## src/sv/pss_pkg.sv

```systemverilog
// shared types and constants for the positional sequence store
// no dependencies; used by pss_decode, pss_cell and the top level
`default_nettype none

package pss_pkg;

  // fixed field widths
  localparam int DATA_W = 32;
  localparam int POS_W  = 7;
  localparam int CNT_W  = 7;

  // action codes
  typedef enum logic [2:0] {
    ACT_PUSH_FRONT = 3'd0,
    ACT_PUSH_BACK  = 3'd1,
    ACT_POP_FRONT  = 3'd2,
    ACT_POP_BACK   = 3'd3,
    ACT_INSERT_AT  = 3'd4,
    ACT_ERASE_AT   = 3'd5
  } act_t;

  // shift command broadcast to every cell of the chain
  typedef struct packed {
    logic place;  // open a gap at the target and write the new word there
    logic take;   // close the gap left by the word at the target
  } cell_ctrl_t;

endpackage

`default_nettype wire

```

## src/sv/pss_decode.sv

```systemverilog
// action decoder: target index, legality checks and cell shift command
// depends on pss_pkg
`default_nettype none

module pss_decode #(
  parameter int CAPACITY = 64,
  parameter int LW       = 7,
  parameter int PW       = 7
) (
  input  wire logic                     go,
  input  wire logic [2:0]               action,
  input  wire logic [pss_pkg::POS_W-1:0] position,
  input  wire logic [LW-1:0]            length,
  output pss_pkg::cell_ctrl_t           ctrl,
  output logic [PW-1:0]                 tpos,
  output logic                          ok
);

  pss_pkg::act_t act;
  logic [PW-1:0] len_ext;
  logic [PW-1:0] pos_ext;
  logic          is_place;
  logic          is_take;
  logic          full;
  logic          place_ok;
  logic          take_ok;

  assign act     = pss_pkg::act_t'(action);
  assign len_ext = PW'(length);
  assign pos_ext = PW'(position);
  assign full    = (length == LW'(CAPACITY));

  // target index and kind of action
  always_comb begin
    tpos     = '0;
    is_place = 1'b0;
    is_take  = 1'b0;
    unique case (act)
      pss_pkg::ACT_PUSH_FRONT: begin
        is_place = 1'b1;
      end
      pss_pkg::ACT_PUSH_BACK: begin
        is_place = 1'b1;
        tpos     = len_ext;
      end
      pss_pkg::ACT_INSERT_AT: begin
        is_place = 1'b1;
        tpos     = pos_ext;
      end
      pss_pkg::ACT_POP_FRONT: begin
        is_take = 1'b1;
      end
      pss_pkg::ACT_POP_BACK: begin
        // empty list wraps to all ones, which fails the bound check below
        is_take = 1'b1;
        tpos    = len_ext - PW'(1);
      end
      pss_pkg::ACT_ERASE_AT: begin
        is_take = 1'b1;
        tpos    = pos_ext;
      end
      default: begin
      end
    endcase
  end

  // bound checks
  assign place_ok = is_place && !full && (tpos <= len_ext);
  assign take_ok  = is_take && (tpos < len_ext);

  assign ok         = place_ok || take_ok;
  assign ctrl.place = go && place_ok;
  assign ctrl.take  = go && take_ok;

endmodule

`default_nettype wire

```

## config.mk

```make
export PLATFORM = sky130hd
export DESIGN_NAME = pss_decode
export DESIGN_NICKNAME = d
export VERILOG_FILES = /design/src/sv/pss_pkg.sv /design/src/sv/pss_decode.sv
export SDC_FILE = /design/constraint.sdc
export NUM_CORES = 1
export LEC_CHECK = 0
export BUFFER_PORTS_ARGS = -buffer_cell sky130_fd_sc_hd__buf_2
export CORE_MARGIN = 3
export CORE_UTILIZATION = 35
export DETAILED_ROUTE_END_ITERATION = 12
export PLACE_DENSITY = 0.64
export SYNTH_ARGS = -nofsm -noshare
export SYNTH_HDL_FRONTEND = slang
export SYNTH_SLANG_ARGS = --single-unit
```

## constraint.sdc

```tcl
create_clock -name vclk -period 2.75
set_input_delay 0.275 -clock vclk [all_inputs]
set_output_delay 0.275 -clock vclk [all_outputs]
set_load 0.02 [all_outputs]
```

# --- Word-level counts from Yosys, hierarchy flattened ---
# Cells that the tools add are included.
word_totals:
  latchBits: 0
  out_inout_bits: 10
  rom_bits: 0
  regBits: 0
  elab_cells: 23
  n_memories: 0
  ram_bits: 0
  input_bits: 18
op_classes:
  n_mux: 3
  n_div: 0
  n_lt_le_gt_ge: 2
  n_eq_ne: 6
  bitwise_logic: 0
  n_shift: 0
  multipliers: 0
  addsub: 1
  reduce_logical: 11
ops:
  columns: ["op", "count"]
  rows:
  - ["$pmux 7 s3", 1]
  - ["$eq 7x7->1 const B", 1]
  - ["$le 7x7->1", 1]
  - ["$lt 7x7->1", 1]
  - ["$sub 7x1->7 const B", 1]
  - ["$eq 3x2->1 const B", 2]
  - ["$eq 3x3->1 const B", 2]
  - ["$reduce_or 3->1", 2]
  - ["$logic_and 1x1->1", 5]
  - ["$eq 3x1->1 const B", 1]
  - ["$logic_not 3->1", 1]
  - ["$mux 1", 2]
  - ["$reduce_or 2->1", 1]
  - ["$logic_not 1->1", 1]
  - ["$logic_or 1x1->1", 1]

# --- Logic depth before layout (Yosys ltp) ---
depth:
  word_depth: 6
  depth_mapped: 11

# --- Worst setup path before layout ---
# OpenSTA, ideal clock, no wires.
synth_path:
  kind: "input to output"
  from: "input port length[1]"
  to: "output port ctrl[1] (netlist bit)"
  path_buffers: 0
  cell_stages: 11
  t_required_ps: 2475
  path_slack_ps: 178
  arrival_time_ps: 2297
  path_cell_list: "inv_1 ha_1 nor2b_1 nand2_1 xnor2_1 o21ai_1 ha_1 a21oi_1 o21ai_1 o22ai_1 and3_1"
synth_lines:
  columns: ["item", "line", "rtl"]
  rows:
  - ["from (decl)", "pss_decode.sv:13", "input wire logic [LW-1:0] length,"]
  - ["to (decl)", "pss_decode.sv:14", "output pss_pkg::cell_ctrl_t ctrl,"]

==> run metrics <==
HPWL after DPL=1.18 mm; Layout Nets=137; Initial Util=0.390; Register Area=0 um2; GPL Wtd Cong=0.693; TNS Setup=0 ps; LEAKAGE=0.363 nW; Critical Path Sink Type=output pin; Synth Net Count=110; layout cells sized above 1=0.352; slew margin rel.=0.735; Hold Path Stages=3; Max-cap violations=0; dpl cell area=653 um2; GR Util All Layers=0.132; outcome=complete, no violations; Post-Syn Instances=83; Compound-Gate Fraction of Synth Area=0.276; arrival time worst endpoint=2310 ps; vias per cell=5.37; Least-Margin Pin Slew=397 ps; Setup-failing EPs final=0; Max Fclk=386 MHz; fin crit share=0.941; XOR/XNOR share of the synthesized area=0.0166; wire per inst=11.3 um; Critical Path RT=2480 ps; Core Area=1350 um2; worst-path maximum fanout=4; num ports=28; critical path launch point type=input port; Die Wd=44.8 um; post-synth cell types=24; DIE AREA=2010 um2; DRT iter0 DRCs=8; site row count=13; worst vdd ir=0.0000854 V; worst min-delay path endpoint=ctrl[0]; vias in the first global route=532; ANT nets after route=0; max-slew violation count=0; multiplexer area fraction after synthesis=0.0214; critical path class=input port to output pin; Remaining DRCs=0; sequential area share after synthesis=0; Seq cells=0; Final Critical Period=2590 ps; main combinational cell family by area after synthesis=simple AND/OR/NAND/NOR gates; Finished Layout Cells=123; Fin. Hold Viols=0; P per Cell Area=182 nW/um2; fillcell total=147; final WL=1.40 mm; pin count of the biggest net entering global routing=19; Hold Crit Start=go; fin area=688 um2; Post-Place Cells=122; Ant. Diodes=0; initial antenna violation count=0; die height=44.8 um; drt first pass iters=4; Syn Area/Cell=6.35 um2; clkbuf count=0; Post-Syn Area=527 um2; Synth-to-Final Area Change=30.6%; vias=660; HP Class=input port to output pin; synth warn=0; Port Buffers=28; Synth Area in Adders=0.214; grt total ovfl=0; Synth Area in Simple Gates=0.354; first-pass GRT wire length=2.13 mm
## cell families (layout without fill, tap and decap cells)
group,Yosys count,after routing
adders and majority gates,9,9
AOI/OAI and AO/OA,25,25
xor gates and xnor gates,1,1
and+or+nand+nor,35,35
buffers and inverters,12,37
muxes,1,1
## what timing repair did
action	CTS	global route
setup buffers	0	1
resized for setup	0	7
hold buffers	0	0
setup endpoints to repair	0	3
## placed cells by master, fill, tap and decap left out, types with 2 or more instances in the layout
master,Yosys,layout
nor3_2,2,2
o22ai_1,6,6
nor2_1,9,9
nand3_1,2,2
buf_4,0,2
buf_2,2,27
nand2_1,11,10
inv_1,8,8
nand3b_1,4,4
o21a_1,2,2
ha_1,9,9
a21oi_1,13,12
## worst max-delay path, cell delays in order
cell     delay, ps
buf_2          120
inv_1          100
ha_1           170
nor2b_4        180
nand2_2         80
xnor2_2        180
o21ai_2         90
ha_1           340
nand4_1        120
a21oi_1        220
o22ai_1        130
and3_1         160
buf_4          150
## worst max path at each step
stage / startpoint / slack, ps / cells after the start / end
6_report: length[1] / 160 / 13 / ctrl[1]
2_1_floorplan: length[1] / 180 / 11 / ctrl[1]
4_1_cts: length[1] / 90 / 13 / ctrl[1]
3_3_place_gp: length[1] / 150 / 13 / ctrl[1]
3_5_place_dp: length[1] / 90 / 13 / ctrl[1]
5_1_grt: length[0] / -10 / 13 / ctrl[1]
## through the flow
step	utilization	hold WS [ps]	setup WS, ps	total power, mW
finish	0.510	892	162	0.125
global route	0.510	926	-10.6	0.139
CTS	0.484	893	94.0	0.120
detailed placement	0.484	889	94.7	0.119
global placement	0.484	881	151	0.117
floorplan	-	733	178	0.0822
## cell usage after synthesis
cell | number | area share
a21oi_1 | 13 | 0.12
a221oi_1 | 1 | 0.017
a32oi_1 | 1 | 0.017
and2_1 | 1 | 0.012
and3_1 | 1 | 0.012
buf_2 | 2 | 0.019
buf_6 | 2 | 0.043
ha_1 | 9 | 0.21
inv_1 | 8 | 0.057
mux2_2 | 1 | 0.021
nand2_1 | 11 | 0.078
nand2b_1 | 1 | 0.012
nand3_1 | 2 | 0.019
nand3b_1 | 4 | 0.057
nand4_1 | 1 | 0.012
nor2_1 | 9 | 0.064
nor2b_1 | 1 | 0.012
nor3_1 | 1 | 0.0095
nor3_2 | 2 | 0.038
nor4b_2 | 1 | 0.028
o21a_1 | 2 | 0.028
o21ai_1 | 2 | 0.019
o22ai_1 | 6 | 0.071
xnor2_1 | 1 | 0.017
## power breakdown
part | internal [mW] | total (mW) | switching, mW
sequential | 0 | 0 | 0
clock | 0 | 0 | 0
combinational | 0.0520 | 0.125 | 0.0731
total | 0.0520 | 0.125 | 0.0731
## routing by layer
metal  global-route usage  part of all wire  up-vias
li1                     -                 -      351
met1                0.176              0.44      295
met2                0.246              0.50       14
met3              0.00797             0.057        0
met4                    0                 0        0
met5                    0                 0        -
## area by class of cell
class              count  area, um2  area share
inverters              8       30.0      0.0436
well taps             15       18.8      0.0273
multi-input cells     71        489       0.711
repair buffers        29        150       0.218
No activity file was read; power rests on OpenSTA's default activity.
