### config.mk
export PLATFORM = sky130hd
export DESIGN_NAME = pss_cell
export DESIGN_NICKNAME = d
export VERILOG_FILES = /design/src/sv/pss_pkg.sv /design/src/sv/pss_cell.sv
export SDC_FILE = /design/constraint.sdc
export NUM_CORES = 1
export LEC_CHECK = 0
export BUFFER_PORTS_ARGS = -buffer_cell sky130_fd_sc_hd__buf_2
export CAP_MARGIN = 20
export CORE_ASPECT_RATIO = 0.7
export CORE_MARGIN = 4
export CORE_UTILIZATION = 30
export DETAILED_ROUTE_END_ITERATION = 10
export HOLD_SLACK_MARGIN = 0.15
export PLACE_DENSITY = 0.65
export SYNTH_ARGS = -nofsm -noshare
export SYNTH_HDL_FRONTEND = slang
export SYNTH_SLANG_ARGS = --single-unit
### constraint.sdc
create_clock -name clk -period 6.4 [get_ports clk]
set_input_delay 0 -clock clk [delete_from_list [all_inputs] [get_ports clk]]
set_output_delay 0 -clock clk [all_outputs]
set_load 0.05 [all_outputs]
### src/sv/pss_pkg.sv
// shared types and constants for the positional sequence store
// no dependencies; used by pss_decode, pss_cell and the top level
`default_nettype none

package pss_pkg;

  // fixed field widths
  localparam int DATA_W = 32;
  localparam int POS_W  = 7;
  localparam int CNT_W  = 7;

  // action codes
  typedef enum logic [2:0] {
    ACT_PUSH_FRONT = 3'd0,
    ACT_PUSH_BACK  = 3'd1,
    ACT_POP_FRONT  = 3'd2,
    ACT_POP_BACK   = 3'd3,
    ACT_INSERT_AT  = 3'd4,
    ACT_ERASE_AT   = 3'd5
  } act_t;

  // shift command broadcast to every cell of the chain
  typedef struct packed {
    logic place;  // open a gap at the target and write the new word there
    logic take;   // close the gap left by the word at the target
  } cell_ctrl_t;

endpackage

`default_nettype wire

### src/sv/pss_cell.sv
// one storage cell of the chain: holds element INDEX and shifts with its neighbors
// depends on pss_pkg
`default_nettype none

module pss_cell #(
  parameter int INDEX = 0,
  parameter int PW    = 7
) (
  input  wire logic                       clk,
  input  wire pss_pkg::cell_ctrl_t        ctrl,
  input  wire logic [PW-1:0]              tpos,
  input  wire logic [pss_pkg::DATA_W-1:0] left,
  input  wire logic [pss_pkg::DATA_W-1:0] right,
  input  wire logic [pss_pkg::DATA_W-1:0] value,
  output logic [pss_pkg::DATA_W-1:0]      data,
  output logic [pss_pkg::DATA_W-1:0]      tap
);

  logic [pss_pkg::DATA_W-1:0] data_next;
  logic                       at_target;
  logic                       above_target;

  assign at_target    = (tpos == PW'(INDEX));
  assign above_target = (PW'(INDEX) > tpos);

  // shift toward the front on take, toward the back on place
  always_comb begin
    data_next = data;
    if (ctrl.take && (at_target || above_target)) begin
      data_next = right;
    end else if (ctrl.place && above_target) begin
      data_next = left;
    end else if (ctrl.place && at_target) begin
      data_next = value;
    end
  end

  always_ff @(posedge clk) begin
    data <= data_next;
  end

  // the word leaving the chain, zero elsewhere
  assign tap = (ctrl.take && at_target) ? data : '0;

endmodule

`default_nettype wire

-- After elaboration in Yosys (flattened, before gate mapping)
Index checks and enable logic that the tools add are counted.
- bits in registers: 32
- bits of input ports: 106
- output and inout port bits: 64
- logic and storage cells: 13
- order comparisons: 1
- mux-type cells: 4
- reduce and logical (&&, ||, !) cells: 7
- operators by type and width (kind ; count):
    $mux 32 ; 4
    $gt 1x7->1 const A ; 1
    $logic_not 7->1 ; 1
    $logic_and 1x1->1 ; 4
    $reduce_bool 3->1 ; 1
    $logic_or 1x1->1 ; 1

-- Longest topological paths before layout
Gate-level depths: netlist (run 1).
- depth in word-level cells: 5
- depth in mapped cells: 4
- gate-level depth less buffers: 3

-- Worst setup path after synthesis (run 1)
No wires, ideal clock.
- path type: in2reg
- from: input port tpos[3]
- to: register data[0] in the netlist's numbering, enable pin
- setup time: 421 ps
- data arrival time: 1847 ps
- required time: 5979 ps
- path slack: 4132 ps
- stages on the path: 3
- path buffers: 0
- cells stage by stage: nor4_4 > o211ai_1 > nor2_1
- longest elaborated chain between the ends: 4
- elaborated cells on any way between the ends: 7
- those cells by class: order compare: 1; reduce/logical: 6
- RTL lines (item ; line ; RTL):
    start: declaration ; pss_cell.sv:11 ; input wire logic [PW-1:0] tpos,
    $gt 1x7->1 / $logic_not 7->1 (equally long branches) ; pss_cell.sv:24, pss_cell.sv:23 ;
    $logic_or 1x1->1 ; pss_cell.sv:29 ; if (ctrl.take && (at_target || above_target)) begin
    $logic_and 1x1->1 ; pss_cell.sv:29 ;
    $reduce_bool 3->1 (no source line) * ; - ;
    end signal: assignment ; pss_cell.sv:39 ; data <= data_next;
    end: declaration ; pss_cell.sv:15 ; output logic [pss_pkg::DATA_W-1:0] data,
Every way passes the cells marked *; elsewhere a longest branch is shown, timed or not.
A chain may end at the register's enable or synchronous reset.

-- Final worst setup path (run 1)
- from: input port tpos[3]
- to: register data[12] in the netlist's numbering, data pin
- longest elaborated chain between the ends: 4
- elaborated cells on any way between the ends: 7
- those cells by class: order compare: 1; mux: 2; reduce/logical: 4
- RTL lines (item ; line ; RTL):
    $gt 1x7->1 / $logic_not 7->1 (equally long branches) ; pss_cell.sv:24, pss_cell.sv:23 ;
    $logic_and 1x1->1 / $logic_or 1x1->1 (equally long branches) ; pss_cell.sv:31, pss_cell.sv:29 ;
    $mux 32 / $logic_and 1x1->1 (equally long branches) ; pss_cell.sv:31, pss_cell.sv:29 ;
    $mux 32 * ; pss_cell.sv:29 ;
    net data_next, one bit ; pss_cell.sv:19 ; logic [pss_pkg::DATA_W-1:0] data_next;
Mark *: on every way through the listed nets, which the timed path passes. The rest lies on a longest branch.

==> results of run 1 <==
final cells by class:
type | count | area, sq um
clock buffer | 5 | 68.8
timing repair buffer | 201 | 1330
clock inverter | 3 | 37.5
fill | 494 | 2460
multi-input combinational | 71 | 754
tap | 75 | 93.8
sequential | 32 | 961
repair_timing:
action	4_1_cts	5_1_grt
setup endpoints to repair	0	0
hold buffers	64	0
hold endpoints to repair	32	0
final timing paths:
check / start / to / slack [ns] / cells after the start
hold / removal: tpos[2] / data[26]$_DFFE_PP_ / 0.23 / 2
setup / recovery: tpos[3] / data[12]$_DFFE_PP_ / 4.11 / 5
cells by family (layout without fill, tap and decap cells):
| family | after synthesis | count (layout) | synth area share |
|---|---|---|---|
| flip-flops | 32 | 32 | 0.547 |
| AO/OA/AOI/OAI | 1 | 1 | 0.00428 |
| multiplexers | 32 | 32 | 0.269 |
| buffers and inverters | 6 | 209 | 0.0278 |
| AND/OR/NAND/NOR | 38 | 38 | 0.152 |
power by group through the flow:
stage / logic [mW] / registers, mW / clock network (mW)
2_1_floorplan: 0.0189 / 0.240 / 0
3_3_place_gp: 0.0473 / 0.237 / 0
3_5_place_dp: 0.0486 / 0.237 / 0
4_1_cts: 0.0788 / 0.232 / 0.194
5_1_grt: 0.0866 / 0.232 / 0.203
6_report: 0.0797 / 0.232 / 0.185
per-layer routing:
metal	up-vias	track usage	wire [microns]
met1	726	0.170	1930
met4	0	0.0485	75
li1	797	-	-
met2	65	0.271	2810
met3	9	0.0336	347
met5	-	0	0
cell usage in the layout, fill, tap and decap left out, drive strengths merged:
cell and instances:
and2 32, mux2 32, edfxtp 32, nor4 1, nand4b 1, clkbuf 5
o211ai 1, dlygate4sd3 64, clkinv 2, buf 137, bufinv 1, nor2 3
and4b 1
==> run metrics, run 1 <==
status finished, final reports clean; die width 99.5 microns; Pwr Density 153 nW/um^2; Sequential Power Share 0.467; Tightest Hold Check Type in2reg; starting density of the core 0.308; Primary FF master, synth edfxtp_1; CTS tree built; Clock transition at path regs 0.07 ns; non-filler instance count after layout 387; fin nets 417; clk root buf clkbuf_8; worst slew pin tran 0.889 ns; Placed Cells 315; fin crit period 2.29 ns; Iter 0 DRT Violations 40; Slew HR 0.406; n_diodes 0; crit path DAT 2.32 ns; post-cts gate resize count 0; number of distinct library cells after synthesis 11; routability congestion estimate 0.708; final hold vios 0; CP Class in2reg; sequential area share after synthesis 0.547; Reg with most FFs data; # H-tree levels 2; max reg flops 32; DR vias 1597; final worst setup slack 4.11 ns; fraction of layout cells with a size suffix above 1 0.571; WHS 0.227 ns; Synth Area per Inst 16.1 sq um; share of the synthesized area in the top cell type 0.547; Via density 4.13; Yosys reg bits 32; final core occ 0.569; CTS buffer count 5; Logic pwr share 0.160; syn_nets 215; crit-path max cell delay 0.69 ns; Layout area overhead 84.5%; number of global-route vias before repair 1690; final setup TNS 0 ns; post-detailed-route wirelength per cell 13.3 microns; final slew viol count 0; CTS Buffer Depth 2; switching share of total power 0.191; post-CTS setup buffer count 0; CP required 6.43 ns; Critical Path End Type flop; Post-synth EDFFs 32; I/O Pins 170; die height 72.0 microns; gr ovfl total 0; peak supply drop 0.102 mV; biggest area consumer among synthesized cells edfxtp_1; drt drc 0; maxcap violations 0; core area 5700 sq um; Internal 0.402 mW; dpl ws 4.34 ns; FMAX 0.437 GHz; Post-synth top cells and2_1 (32), edfxtp_1 (32), mux2_4 (30); GRT Overall Usage 0.147; Netlist Area Pre-Place 1760 sq um; clock sink count 32; top cells by area, synth edfxtp_1 (55%), mux2_4 (26%), and2_1 (11%); clock network power share 0.372; top flop regs data x32; Post-Layout Inst Area 3240 sq um; Pwr Total 0.497 mW; Buf+Inv Stages, Crit Path 2; CP Max Fanout 32; Die ar. 7160 sq um; DRT antenna net count 0; Psw 0.0952 mW; Worst path slowest cell nand4b_4; RSZ-0062 raised after global routing no; Final period util 0.358; DRT Pass-1 Iters 4; drt total wl 5.16 mm; asr flop ratio synth 0; initial antenna violation count 0; CP top delay family simple AND/OR/NAND/NOR gates; first-pass GRT wire length 8.24 mm; startpoint types input port; YS warnings 0; Port Buffers 137; critical path cell sequence buf_2, nor4_4, nand4b_4, mux2_4, dlygate4sd3_1; Cell Rows 23; Syn Inst Count 109; # setup viols final 0; Pleak 1.64 nW; placed inst area 2490 sq um; pin count of the biggest net entering global routing 33
No activity file was read; power rests on OpenSTA's default activity.
==> run 2: changes to the inputs <==
Settings changed: ABC_AREA set to 1, PLACE_DENSITY 0.65 to 0.66.
Clock period 6.4 ns to 1.97 ns, I/O delays scaled along.
==> run metrics, run 2 <==
status finished, final reports clean; # H-tree levels 2 (unchanged); CP Class in2reg; number of global-route vias before repair 2078 (+23%); most common cell after layout, fill and taps aside buf_2; share of the synthesized area in the top cell type 0.501 (-0.0457); core area 6220 sq um (+9.1%); DRT Pass-1 Iters 4 (unchanged); starting density of the core 0.308 (about the same); number of distinct library cells after synthesis 12 (+1); CTS tree built; clock sink count 32 (unchanged); Iter 0 DRT Violations 68 (+70%); Port Buffers 137 (unchanged); top cells by area, synth edfxtp_1 (50%), nand2_1 (13%), nor2_2 (9.1%); final slew viol count 0 (unchanged); gr ovfl total 0 (unchanged); GRT Overall Usage 0.148 (+0.00118); combinational family with the most area after synthesis simple AND/OR/NAND/NOR gates; CP Max Fanout 38 (+19%); final setup TNS 0 ns (unchanged); critical path cell sequence buf_2, nand3_4, buf_12, nand2_1, nand2_1, dlygate4sd3_1; compound-cell area share of the yosys netlist 0.00392 (-0.000357); pin count of the biggest net entering global routing 39 (+18%); Final period util 0.887; simple-gate share of the synthesized area 0.357 (+0.205); die width 104 microns (+4.1%); Yosys reg bits 32 (unchanged); non-filler instance count after layout 502 (+30%); CTS buffer count 5 (unchanged); Critical Path End Type flop; Netlist Area Pre-Place 1920 sq um (+9.1%); fin crit period 1.75 ns; clk root buf clkbuf_8; mux cell area share after synthesis 0 (-0.269); # setup viols final 0 (unchanged); drt total wl 5.87 mm (+14%); Clock transition at path regs 0.07 ns (about the same); Hold Path Stages 5 (+3); DRT antenna net count 0 (unchanged); CP required 1.99 ns (-4.44 ns); maxcap violations 0 (unchanged); final hold vios 0 (unchanged); CP dominant cell by count nand2_1; crit-path max cell delay 0.56 ns (-0.13 ns); fraction of layout cells with a size suffix above 1 0.427 (-0.144); syn_nets 329 (+53%); Via density 4.30 (+4.3%); FMAX 0.572 GHz; startpoint types input port; die height 74.9 microns (+4.0%); final worst setup slack 0.223 ns (-3.89 ns); CTS Buffer Depth 2 (unchanged); peak supply drop 0.197 mV (+93%); Buf+Inv Stages, Crit Path 3 (+1); first-pass GRT wire length 9.29 mm (+13%); biggest area consumer among synthesized cells edfxtp_1; Reg with most FFs data; sequential area share after synthesis 0.501 (-0.0457); post-detailed-route wirelength per cell 11.7 microns (-12%); Die ar. 7750 sq um (+8.2%); RSZ-0062 raised after global routing no; WHS 0.275 ns (+0.0472 ns); commonest cells after routing, fill and taps aside buf_2 (137), nand2_1 (68), dlygate4sd3_1 (65), inv_1 (37), nand3_1 (33); max reg flops 32 (unchanged); initial antenna violation count 0 (unchanged); Post-Synth XOR/XNOR Area 0 (unchanged); Placed Cells 429 (+36%); Cell Rows 24 (+4.3%); DR vias 2160 (+35%); routability congestion estimate 0.711 (+0.42%); Post-Synth Adder-Cell Area 0 (unchanged); fin nets 529 (+27%); Pwr Total 1.48 mW (+200%); Hold Path Sink data[21]$_DFFE_PP_; Pwr Density 442 nW/um^2 (+190%); dpl ws 0.477 ns (-3.86 ns); Tightest Hold Check Type in2reg; Worst path slowest cell dlygate4sd3_1; n_diodes 0 (unchanged); asr flop ratio synth 0 (unchanged); I/O Pins 170 (unchanged); crit path DAT 1.77 ns (-0.55 ns); Syn Inst Count 223 (+100%); dpl hpwl 3.95 mm; Slew HR 0.727 (+0.321); post-cts gate resize count 0 (unchanged); drt drc 0 (unchanged); Pleak 1.77 nW (+7.8%); Fill cells 575 (+16%); most frequent cell after synthesis nand2_1; top flop regs data x32; Post-synth EDFFs 32 (unchanged); CP top delay family buffers and inverters; Hold Startpoint tpos[5]; YS warnings 0 (unchanged); Primary FF master, synth edfxtp_1; Post-synth top cells nand2_1 (68), inv_1 (37), nand3_1 (33), edfxtp_1 (32), nor2_2 (28); worst slew pin tran 0.410 ns (-0.479 ns); Layout area overhead 74.9%; Synth Area per Inst 8.60 sq um (-47%)
run 2: through the flow:
step	instance area (sq um)	util
final	3350	0.539
after detailed placement	2620	0.422
after floorplan	1920	-
after CTS	3350	0.539
after global routing	3350	0.539
after global placement	2620	0.422
run 2: layout make-up:
type,count,area (sq um),area share
clock inverter,1,3.75,0.00112
sequential,32,961,0.287
clock buffer,7,76.3,0.0228
multi-input combinational,140,692,0.206
inverter,38,143,0.0426
tap,78,97.6,0.0291
timing repair buffer,206,1380,0.411
run 2: worst min-delay path: stages:
cell,delay (ns)
buf_2,0.08
inv_1,0.04
nand3_1,0.10
nor2_4,0.04
o21a_1,0.11
run 2: worst max path at each step:
stage | start | endpoint | slack (ns) | cells after the start
3_3_place_gp | ctrl[0] | data[27]$_DFFE_PP_ | 0.50 | 5
2_1_floorplan | tpos[0] | data[0]$_DFFE_PP_ | 0.30 | 5
4_1_cts | ctrl[0] | data[6]$_DFFE_PP_ | 0.23 | 6
3_5_place_dp | ctrl[0] | data[6]$_DFFE_PP_ | 0.48 | 5
6_report | ctrl[0] | data[6]$_DFFE_PP_ | 0.22 | 6
5_1_grt | ctrl[0] | data[6]$_DFFE_PP_ | 0.13 | 6
run 2: routing by layer:
metal / track usage / wire length, microns / vias to the layer above / part of all wire
li1: - / - / 1085 / -
met1: 0.169 / 2430 / 972 / 0.41
met2: 0.278 / 2910 / 96 / 0.50
met3: 0.0437 / 471 / 7 / 0.080
met4: 0.0442 / 61 / 0 / 0.010
met5: 0 / 0 / - / 0
run 2: repair_timing:
action,4_1_cts,5_1_grt
setup buffers,0,0
hold buffers,65,0
hold endpoints to repair,33,0
endpoints found under the setup margin,0,0
run 2: power by group:
| part | internal, mW | switching (mW) | total (mW) |
|---|---|---|---|
| Clock | 0.246 | 0.228 | 0.474 |
| Combinational | 0.158 | 0.0966 | 0.255 |
| Sequential | 0.753 | 0.00167 | 0.755 |
| Total | 1.16 | 0.326 | 1.48 |
run 2: cells by family after synthesis:
family / Yosys count
buf+inv: 51
flops: 32
simple gates: 139
compound gates: 1
==> run 3: changes to the inputs <==
--- a/config.mk
+++ b/config.mk
@@ -15,2 +15,3 @@
 export HOLD_SLACK_MARGIN = 0.15
+export MAX_ROUTING_LAYER = met4
 export PLACE_DENSITY = 0.66
==> constraint.sdc (replaced) <==
create_clock -name clk -period 1.97 [get_ports clk]
set_input_delay 0.197 -clock clk [delete_from_list [all_inputs] [get_ports clk]]
set_output_delay 0.197 -clock clk [all_outputs]
set_load 0.05 [all_outputs]
==> run metrics, run 3 (synthesis results as in run 2) <==
CP Max Fanout 64 (+68%); Via density 4.14 (-3.7%); Post-Layout Inst Area 2710 sq um (-19%); commonest cells after routing, fill and taps aside buf_2 (137), nand2_1 (68), inv_1 (37), nand3_1 (33), edfxtp_1 (32); Die ar. 7750 sq um (unchanged); post-detailed-route wirelength per cell 11.2 microns (-4.0%); placed inst area 2630 sq um (+0.48%); fin nets 464 (-12%); Pwr Total 1.37 mW (-7.6%); met1 Resource Use GR 0.160 (-0.00871); peak supply drop 0.255 mV (+29%); GRT Overall Usage 0.128 (-0.0204); startpoint types input port; dpl ws 0.477 ns (-0.0000120 ns); final worst setup slack 0.465 ns (+0.242 ns); first-pass GRT wire length 7.75 mm (-17%); die height 74.9 microns (unchanged); critical path cell sequence buf_2, nand3_4, buf_12, nor2_2, buf_2; clock sink count 32 (unchanged); CP top delay family buffers and inverters; worst slew pin tran 0.394 ns (-0.0165 ns); Worst path slowest cell buf_2; CTS buffer count 5 (unchanged); final core occ 0.437 (-0.103); pin count of the biggest net entering global routing 65 (+67%); final slew viol count 0 (unchanged); Clock transition at path regs 0.06 ns (about the same); number of global-route vias before repair 1686 (-19%); CP Class in2out; fraction of layout cells with a size suffix above 1 0.504 (+0.0773); layer with the highest usage met2; CTS Buffer Depth 2 (unchanged); Port Buffers 137 (unchanged); dpl hpwl 3.73 mm (-5.8%); CP required 1.77 ns (-0.22 ns); Layout area overhead 41.6%; status finished, final reports clean; FMAX 0.665 GHz (+16%); drt drc 0 (unchanged); CTS tree built; final hold vios 0 (unchanged); Critical Path End Type primary output; final setup TNS 0 ns (unchanged); non-filler instance count after layout 437 (-13%); post-cts gate resize count 0 (unchanged); gr ovfl total 0 (unchanged); I/O Pins 170 (unchanged); switching share of total power 0.218 (-0.00166); crit path DAT 1.31 ns (-0.46 ns); Placed Cells 429 (unchanged); routability congestion estimate 0.724 (+1.8%); Internal 1.07 mW (-7.4%); RSZ-0062 raised after global routing no; drt total wl 4.91 mm (-16%); CTS Hold Bufs 0 (-100%); most common cell after layout, fill and taps aside buf_2; initial antenna violation count 0 (unchanged); Final period util 0.764 (-0.123); clock network power share 0.340 (+0.021); Buf+Inv Stages, Crit Path 3 (unchanged); # setup viols final 0 (unchanged); DRT Pass-1 Iters 4 (unchanged); met2 GRT Util 0.196 (-0.0812); clk root buf clkbuf_8; Tightest Hold Check Type in2reg; Pwr Density 505 nW/um^2 (+14%); top flop regs data x32; DRT antenna net count 0 (unchanged); Reg with most FFs data; Cell Rows 24 (unchanged); Psw 0.299 mW (-8.3%); Slew HR 0.738 (+0.0110); Sequential Power Share 0.551 (+0.042); # H-tree levels 2 (unchanged); crit-path max cell delay 0.33 ns (-0.23 ns); die width 104 microns (unchanged); post-CTS setup buffer count 0 (unchanged); met3 Track Usage GR 0.0377 (-0.00600); starting density of the core 0.308 (unchanged); maxcap violations 0 (unchanged); CP dominant cell by count buf_2; Logic pwr share 0.110 (-0.062); fin crit period 1.50 ns (-0.242 ns); core area 6220 sq um (unchanged); Pleak 1.50 nW (-15%); WHS 0.183 ns (-0.0921 ns); n_diodes 0 (unchanged); Iter 0 DRT Violations 43 (-37%); max reg flops 32 (unchanged); DR vias 1811 (-16%)
==> run 3: cell types whose count changed in the layout (fill, tap and decap cells not counted), sizes merged <==
cell         change
dlygate4sd3     -65
==> run 3: power by group through the flow <==
stage	combinational, mW	clock (mW)	sequential, mW
after floorplan	0.0565	0	0.781
after global routing	0.169	0.524	0.754
after detailed placement	0.152	0	0.769
after global placement	0.149	0	0.769
final	0.150	0.465	0.755
after CTS	0.152	0.493	0.755
==> run 3: final cells by class <==
type | count | area, sq um
multi-input combinational | 140 | 692
clock inverter | 1 | 3.75
clock buffer | 7 | 76.3
timing repair buffer | 141 | 741
inverter | 38 | 143
fill | 645 | 3500
sequential | 32 | 961
tap | 78 | 97.6
==> run 3: worst paths after layout <==
| path | startpoint | endpoint | cells after the start |
|---|---|---|---|
| max | ctrl[0] | tap[16] | 5 |
| min | value[31] | data[31]$_DFFE_PP_ | 3 |
==> run 3: worst min-delay path: cells and delay by family <==
kind                   cells  cell delay (ns)
and+or+nand+nor            2             0.08
buffers and inverters      1             0.07
==> run 3: layer usage <==
layer / share of wire / vias to the layer above / routed length (microns)
met2: 0.44 / 85 / 2150
met3: 0.089 / 7 / 438
li1: - / 954 / -
met4: 0.012 / 0 / 61
met5: 0 / - / 0
met1: 0.46 / 765 / 2250
